$ cat src/hdl/glos_pkg.sv
// Shared types, constants and helpers of the grid line-of-sight checker.
// No dependencies.
`default_nettype none
package glos_pkg;

  localparam int MAP_CELLS_DEF = 65536;
  localparam int MAX_SIDE      = 256;
  localparam int FRAC_BITS     = 8;
  localparam int SLOPE_FRAC    = 16;
  localparam int SLOPE_ONE     = 1 << SLOPE_FRAC;

  localparam int WIDTH_W = 9;
  localparam int COORD_W = 16;
  localparam int PIX_W   = 19;
  localparam int CELL_W  = 12;
  localparam int STEP_W  = PIX_W - FRAC_BITS;
  localparam int SLOPE_W = 18;
  localparam int ACC_W   = 28;
  localparam int PROD_W  = 28;
  localparam int DVD_W   = 37;
  localparam int DVS_W   = 20;
  localparam int PADDR_W = 3;

  localparam int WORLD_OFS = 100 << FRAC_BITS;
  localparam int PIX_DEN   = 200;

  localparam logic [WIDTH_W-1:0] WIDTH_RST = WIDTH_W'(256);
  localparam logic [0:0] REG_MAP_WIDTH = 1'b0;

  typedef struct packed {
    logic                      mode;
    logic [15:0]               cell_index;
    logic                      cell_blocked;
    logic signed [COORD_W-1:0] start_x;
    logic signed [COORD_W-1:0] start_z;
    logic signed [COORD_W-1:0] end_x;
    logic signed [COORD_W-1:0] end_z;
  } cmd_t;

  typedef struct packed {
    logic path_clear;
    logic is_query_result;
  } res_t;

  // integer cell of a pixel coordinate, truncated toward zero
  function automatic logic signed [CELL_W-1:0] cell_of(input logic signed [PIX_W-1:0] pix);
    logic signed [PIX_W-1:0] adj;
    adj = pix[PIX_W-1] ? pix + PIX_W'((1 << FRAC_BITS) - 1) : pix;
    return CELL_W'(adj >>> FRAC_BITS);
  endfunction

  // whole cells of a slope product, truncated toward zero
  function automatic logic signed [CELL_W-1:0] acc_cells(input logic signed [ACC_W-1:0] acc);
    logic signed [ACC_W-1:0] adj;
    adj = acc[ACC_W-1] ? acc + ACC_W'(SLOPE_ONE - 1) : acc;
    return CELL_W'(adj >>> SLOPE_FRAC);
  endfunction

endpackage
`default_nettype wire

$ cat src/hdl/glos_div.sv
// Iterative signed divider, one quotient bit per cycle, truncates toward zero.
// Depends on glos_pkg.
`default_nettype none
module glos_div #(
  parameter int DVD_W = glos_pkg::DVD_W,
  parameter int DVS_W = glos_pkg::DVS_W
) (
  input  logic                    clk,
  input  logic                    rst,
  input  logic                    go,
  input  logic signed [DVD_W-1:0] dividend,
  input  logic signed [DVS_W-1:0] divisor,
  output logic                    done,
  output logic signed [DVD_W-1:0] quotient
);
  localparam int CNT_W = $clog2(DVD_W + 1);

  logic             run;
  logic [CNT_W-1:0] cnt;
  logic [DVD_W-1:0] q;
  logic [DVS_W-1:0] r;
  logic [DVS_W-1:0] dm;
  logic             neg;
  logic [DVS_W:0]   rs;

  assign rs = {r, q[DVD_W-1]};
  assign quotient = neg ? -$signed(q) : $signed(q);

  always_ff @(posedge clk) begin
    if (rst) begin
      run  <= 1'b0;
      done <= 1'b0;
    end else begin
      done <= 1'b0;
      if (go) begin
        run <= 1'b1;
        cnt <= CNT_W'(DVD_W);
        q   <= dividend[DVD_W-1] ? DVD_W'(-dividend) : DVD_W'(dividend);
        r   <= '0;
        dm  <= divisor[DVS_W-1] ? DVS_W'(-divisor) : DVS_W'(divisor);
        neg <= dividend[DVD_W-1] ^ divisor[DVS_W-1];
      end else if (run) begin
        if (rs >= {1'b0, dm}) begin
          r <= DVS_W'(rs - {1'b0, dm});
          q <= {q[DVD_W-2:0], 1'b1};
        end else begin
          r <= rs[DVS_W-1:0];
          q <= {q[DVD_W-2:0], 1'b0};
        end
        cnt <= cnt - CNT_W'(1);
        if (cnt == CNT_W'(1)) begin
          run  <= 1'b0;
          done <= 1'b1;
        end
      end
    end
  end
endmodule
`default_nettype wire

$ cat config.mk
export PLATFORM = sky130hd
export DESIGN_NAME = glos_div
export DESIGN_NICKNAME = d
export VERILOG_FILES = /design/src/hdl/glos_pkg.sv /design/src/hdl/glos_div.sv
export SDC_FILE = /design/constraint.sdc
export NUM_CORES = 1
export LEC_CHECK = 0
export ABC_AREA = 1
export BUFFER_PORTS_ARGS = -buffer_cell sky130_fd_sc_hd__buf_2
export CORE_MARGIN = 4
export CORE_UTILIZATION = 54
export CTS_CLUSTER_DIAMETER = 50
export CTS_CLUSTER_SIZE = 25
export DETAILED_ROUTE_END_ITERATION = 16
export GPL_ROUTABILITY_DRIVEN = 1
export PLACE_DENSITY = 0.77
export SLEW_MARGIN = 20
export SYNTH_ARGS = -nofsm -noshare
export SYNTH_HDL_FRONTEND = slang
export SYNTH_SLANG_ARGS = --single-unit
$ cat constraint.sdc
create_clock -name clk -period 5 [get_ports clk]
set_input_delay 0.75 -clock clk [delete_from_list [all_inputs] [get_ports clk]]
set_output_delay 0.75 -clock clk [all_outputs]
set_load 0.005 [all_outputs]
==> metrics, run 1 <==
status complete, no violations; routed vias/inst 5.38; total of warnings raised by yosys 0; clock transition at the registers of the reported paths 0.07 ns; Fin. Hold Viols 0; worst r2r dst r[7]; Synth Area per Inst around 6.9 um2; Final Power approximately 0.0023 W; critical path's largest stage delay 0.99 ns; # rows 42; setup TNS 0 ns; global-route wire length before repair 32,300 um; Final ANT Viol Nets 0; initial core utilization a little under three fifths; count of final setup violators 0; clock tree buffer depth 2; max-cap violation count 0; kind of critical path flip-flop to output port; Leakage Power 3.90 nW; worst clock skew 0.00946 ns; most instantiated cells after synthesis nand2_1, nor2_1, inv_1; Buffers on Ports just under 100; DR iter-0 viols 687; Primary FF master, synth edfxtp_1; synth unique cells 43; Synth-to-Final Area Change 12.3%; # resized after CTS 0; vias post-DR 7,206; pre-CTS setup slack 2.13 ns; drt pass-1 iters 5; Tmin final approximately 3.3 ns; postcts setup bufs 0; Worst slew margin 35.5%; Yosys top cell area share 33.9%; Detailed Place HPWL 15,500 um; Nets 1,245; sequential area share after synthesis ~34%; Final Max Slew Viols 0; hold depth 2; flops & latches, synth 86; count leader, synth nand2_1; largest net degree at the start of global routing 65; reg2reg path depth 10; Slowest-stage cell, CP edfxtp_1; RSZ-0062 raised after global routing false; number of synthesized flops with an enable pin 84; Hold WC Path Type flip-flop to flip-flop; Syn Inst Count 1,072; Die Y 125 um; final worst setup slack between 1.5 and 2 ns; Peak VDD IR ~0.18 mV; startpoint class of the critical path flip-flop; Inst Count DP 1,324; Clock Tree Root clkbuf_16; Routed WL 20,000 um; CTS Sinks 86; Remaining DRCs 0; Final Non-Filler Cells 1,340; worst skew pair latency around 0.35 ns; Post-synth ARST share 0%; CP max FO 33; Core Util, Final 62.6%; r2r setup slk 2.71 ns; routed length per instance 14.9 um; Post-CTS Hold Buffers 0; Synth area leader edfxtp_1; worst-margin pin slew 0.967 ns; maximum clock frequency about 300 MHz; worst-path cell chain clkinv_1 -> a21oi_1 -> xor2_1 -> buf_2; number of global-route vias before repair between 6,000 and 7,000; CTS Buf Count 9; Post-Syn Area 7430 um2; fraction of layout cells with a size suffix above 1 13.5%; Cell Pwr Density about 280 nW/um2; # H-tree levels 3; CTS tree built; CP Capture Type output port; crit path DAT around 2.5 ns; core region area roughly 13,000 um2; fin crit share 65.7%; hold path endpoint done; Req. time, crit path 4.25 ns; Synth Net Count 1,158; Die Area 15,700 um2; routability cong. 0.995; number of diodes 0; initial antenna violation count 0; hold_sp run; Global Route Usage Sum 25.3%; IO Count slightly below 100; Congestion Overflow GR 0; Synth area leaders edfxtp_1, nand2_1, nor2_1; Reg2Reg Launch Point r[16]; Die X 125 um
## worst max-delay path by stage
stage | depth (start not counted) | startpoint | end
after global routing | 4 | neg | quotient[7]
after CTS | 4 | neg | quotient[31]
after floorplan | 4 | go | cnt[0]
after detailed placement | 4 | neg | quotient[31]
final | 4 | neg | quotient[7]
after global placement | 5 | neg | quotient[2]
## cells by family after synthesis
group | share of synthesized area [%]
buffers and inverters | 9.34
adder cells (fa/ha/maj) | 4.48
flip-flops | 34.5
XOR/XNOR | 8.96
AO/OA/AOI/OAI | 7.98
AND/OR/NAND/NOR | 34.8
## flip-flops by register name, summed over array words and instances, names as in the netlist
signal,count
neg,1
run,1
dm,20
cnt,6
q,37
done,1
r,20
## metrics by stage
stage,hold slack [ns],area (um2)
after detailed placement,0.511,8040
after floorplan,0.421,7430
after global routing,0.557,8350
final,0.511,8350
after CTS,0.518,8340
after global placement,0.499,8040
## critical path, delay by kind of cell (launching register included)
family | cells | cell delay [ns]
buffers and inverters | 2 | 0.72
AO/OA/AOI/OAI | 1 | 0.31
XOR/XNOR | 1 | 0.16
flip-flops | 1 | 0.99
## layer usage
layer | up-vias | GRT usage [%] | wire length [um]
met5 | - | 0 | 0
met4 | 0 | 8.35 | 385
li1 | 3634 | - | -
met1 | 3306 | 32.7 | 8620
met2 | 240 | 44.5 | 9960
met3 | 26 | 2.43 | 1060
## cells in the final DEF (no fill, tap or decap), types with 18 or more instances in the layout
cell / synthesis / routed
inv_1: 138 / 138
nand2_1: 286 / 286
nand4_1: 18 / 18
o21ai_1: 23 / 23
ha_1: 25 / 25
nor2_1: 158 / 157
buf_2: 3 / 97
nand3_1: 74 / 74
nor3_1: 19 / 19
a21oi_1: 26 / 25
edfxtp_1: 84 / 84
xor2_1: 63 / 63
o21ai_0: 52 / 52
## area by class of cell
cell class | instances | area [um2]
well taps | 176 | 220
clock buffers | 11 | 243
multi-input cells | 814 | 4190
repair buffers | 101 | 515
inverters | 147 | 554
clock inverters | 5 | 60.1
fillers | 1266 | 5000
flip-flops and latches | 86 | 2560
## power breakdown
group	total [W]	internal (W)	switching, W
Clock	0.000692	0.000402	0.000290
Sequential	0.000915	0.000873	0.0000425
Combinational	0.000700	0.000249	0.000452
Note: power is estimated with default switching activity, not from simulation.
==> run 2, diff against run 1 <==
Settings changed: ABC_AREA 1 to 0, CORE_UTILIZATION 54 to 53.
Clock period 5 ns to 3 ns, I/O delays scaled along.
==> metrics, run 2 <==
max FFs per register 37 (unchanged); worst skew pair latency 0.36 ns (was 0.35 ns); global-route wire length before repair 26,800 um (was 32,300 um); worst path bufs/invs 1 (was 2); Cell Pwr Density 477 nW/um2 (was 276 nW/um2); proportion of synthesized area in mux cells 1.25% (was 0%); Die X 118 um (was 125 um); number of diodes 0 (unchanged); Post-synth ARST share 0% (unchanged); Slowest-stage cell, CP or4_4 (was edfxtp_1); Buffers on Ports 97 (unchanged); maximum clock frequency 294 MHz; flops & latches, synth 86 (unchanged); Routed WL 15,900 um (was 20,000 um); startpoint class of the critical path flip-flop (unchanged); Req. time, crit path 2.55 ns (was 4.25 ns); Hold WC Path Type input port to flip-flop (was flip-flop to flip-flop); crit path DAT 2.96 ns (was 2.54 ns); Crit path top cell by count or4_4; most instantiated cells after synthesis edfxtp_1, nor2_1, xnor2_1 (was nand2_1, nor2_1, inv_1); Remaining DRCs 0 (unchanged); most common cell after layout, fill and taps aside buf_2 (was nand2_1); core region area 11,600 um2 (was 13,300 um2); worst clock skew 0.0111 ns (was 0.00946 ns); Syn Inst Count 700 (was 1,072); Clock Tree Root clkbuf_16 (unchanged); synth unique cells 53 (was 43); CTS Sinks 86 (unchanged); Global Route Usage Sum 23.1% (was 25.3%); number of global-route vias before repair 5,623 (was 6,654); count of final setup violators 21 (was 0); fraction of layout cells with a size suffix above 1 22.3% (was 13.5%); CTS tree built (unchanged); worst-margin pin slew 0.717 ns (was 0.967 ns); Fin. Hold Viols 0 (unchanged); Final Cell Area 7630 um2 (was 8350 um2); routed vias/inst 5.90 (was 5.38); count leader, synth edfxtp_1 (was nand2_1); total of warnings raised by yosys 0 (unchanged); Peak VDD IR 0.297 mV (was 0.181 mV); Synth Area in Simple Gates 18.0% (was 34.8%); top flop regs q: 37 flops, dm: 20 flops, r: 20 flops (unchanged); sequential area share after synthesis 40.0% (was 34.5%); initial core utilization 55.2% (was 55.7%); clock tree buffer depth 2 (unchanged); Nets 901 (was 1,245); most frequent cells in the layout buf_2, edfxtp_1, nor2_1 (was nand2_1, nor2_1, inv_1); initial antenna violation count 0 (unchanged); final worst setup slack -0.406 ns (was 1.71 ns); # H-tree levels 3 (unchanged); Top reg by flops q (unchanged); CP max FO 4 (was 33); failing checks negative setup slack; status complete, but fails checks (was complete, no violations); Synth area leaders edfxtp_1, xnor2_1, xor2_1 (was edfxtp_1, nand2_1, nor2_1); Final Power 0.00364 W (was 0.00231 W); critical path's largest stage delay 0.56 ns (was 0.99 ns); CTS Buf Count 9 (unchanged); RSZ-0062 raised after global routing true (was false); placed inst area 7210 um2 (was 8040 um2); Top delay family on crit path simple AND/OR/NAND/NOR gates (was flip-flops); fin crit share 114%; largest net degree at the start of global routing 72 (was 65); clock transition at the registers of the reported paths 0.07 ns (about the same); Detailed Place HPWL 11,800 um (was 15,500 um); drt pass-1 iters 5 (unchanged); Die Y 118 um (was 125 um); Congestion Overflow GR 0 (unchanged); routability cong. 0.984 (was 0.995); CP Capture Type output port (unchanged); Synth-to-Final Area Change 19.1% (was 12.3%); Post-Synth Adder-Cell Area 5.19% (was 4.48%); hold_ws 0.314 ns (was 0.511 ns); vias post-DR 5,685 (was 7,206); Synth Area per Inst 9.16 um2 (was 6.93 um2); Die Area 13,900 um2 (was 15,700 um2); # rows 39 (was 42); Final ANT Viol Nets 0 (unchanged); Worst slew margin 52.2% (was 35.5%); Synth Net Count 786 (was 1,158); pre-CTS setup slack -0.121 ns (was 2.13 ns); routed length per instance 16.6 um (was 14.9 um); Synth area leader edfxtp_1 (unchanged); FILL cells 932 (was 1,266); kind of critical path flip-flop to output port (unchanged); Post-Syn Area 6410 um2 (was 7430 um2); Primary FF master, synth edfxtp_1 (unchanged); DR iter-0 viols 428 (was 687); Post-CTS Hold Buffers 0 (unchanged); worst-path cell chain or4_4 -> or3_4 -> or4_4 -> or2_1 -> o41ai_2 -> xnor2_1 -> buf_2 (was clkinv_1 -> a21oi_1 -> xor2_1 -> buf_2); post-synthesis xor/xnor area fraction 13.8% (was 8.96%); IO Count 98 (unchanged); Yosys top cell area share 39.4% (was 33.9%); number of synthesized flops with an enable pin 84 (unchanged); max-cap violation count 0 (unchanged); Synth Area in Compound Gates 17.6% (was 7.98%); Final Max Slew Viols 0 (unchanged); Leakage Power 2.98 nW (was 3.90 nW); Tmin final 3.41 ns; main combinational cell family by area after synthesis simple AND/OR/NAND/NOR gates (unchanged)
[run 2: changes by cell type after synthesis, sizes merged, moves of 16 or more]
cell / change
nand3: -64
xor2: -27
o21ai: -26
inv: -107
or4: +16
nand2: -244
xnor2: +52
o31ai: +25
nor2: -99
a21oi: +31
[run 2: through the flow]
stage | cells | util, % | setup TNS [ns]
after floorplan | 700 | - | 0
after global placement | 940 | 62.1 | -0.170
after detailed placement | 940 | 62.1 | -0.804
after CTS | 960 | 65.3 | -5.38
after global routing | 963 | 65.7 | -7.72
final | 963 | 65.7 | -5.66
[run 2: final timing paths]
path	start	endpoint	slack (ns)	cells past startpoint
max	q[11]	quotient[25]	-0.41	7
min reg2reg	run	done	0.51	1
max reg2reg	r[8]	r[15]	0.18	9
min	divisor[0]	dm[0]	0.31	1
[run 2: cell type report]
cell class	instances	area [um2]	share of cell area [%]
multi-input cells	545	3680	48.2
clock buffers	9	225	2.95
inverters	38	143	1.87
repair buffers	135	787	10.3
clock inverters	7	58.8	0.770
flip-flops and latches	86	2560	33.6
well taps	143	179	2.34
[run 2: kinds of logic after synthesis]
kind of cell,count (synthesis)
AND/OR/NAND/NOR,232
multiplexers,8
adder cells (fa/ha/maj),26
flip-flops,86
buffers and inverters,69
XOR/XNOR,101
AO/OA/AOI/OAI,178
[run 2: routing by layer]
layer  track usage (%)  up-vias  share of wire [%]
li1                  -     2781                  -
met1              29.5     2658                 44
met2              37.9      210                 48
met3              5.00       36                5.9
met4              9.67        0                2.5
met5                 0        -                  0
[run 2: power by group]
| group | switching (W) | internal [W] |
|---|---|---|
| combinational | 0.000575 | 0.000463 |
| sequential | 0.0000687 | 0.00145 |
| clock | 0.000510 | 0.000573 |
| total | 0.00115 | 0.00249 |
[run 2: repair_timing]
action                                  4_1_cts  5_1_grt
buffers inserted                              4        3
resized for setup                            19        8
pin swaps                                     6        3
endpoints found under the setup margin       22       37
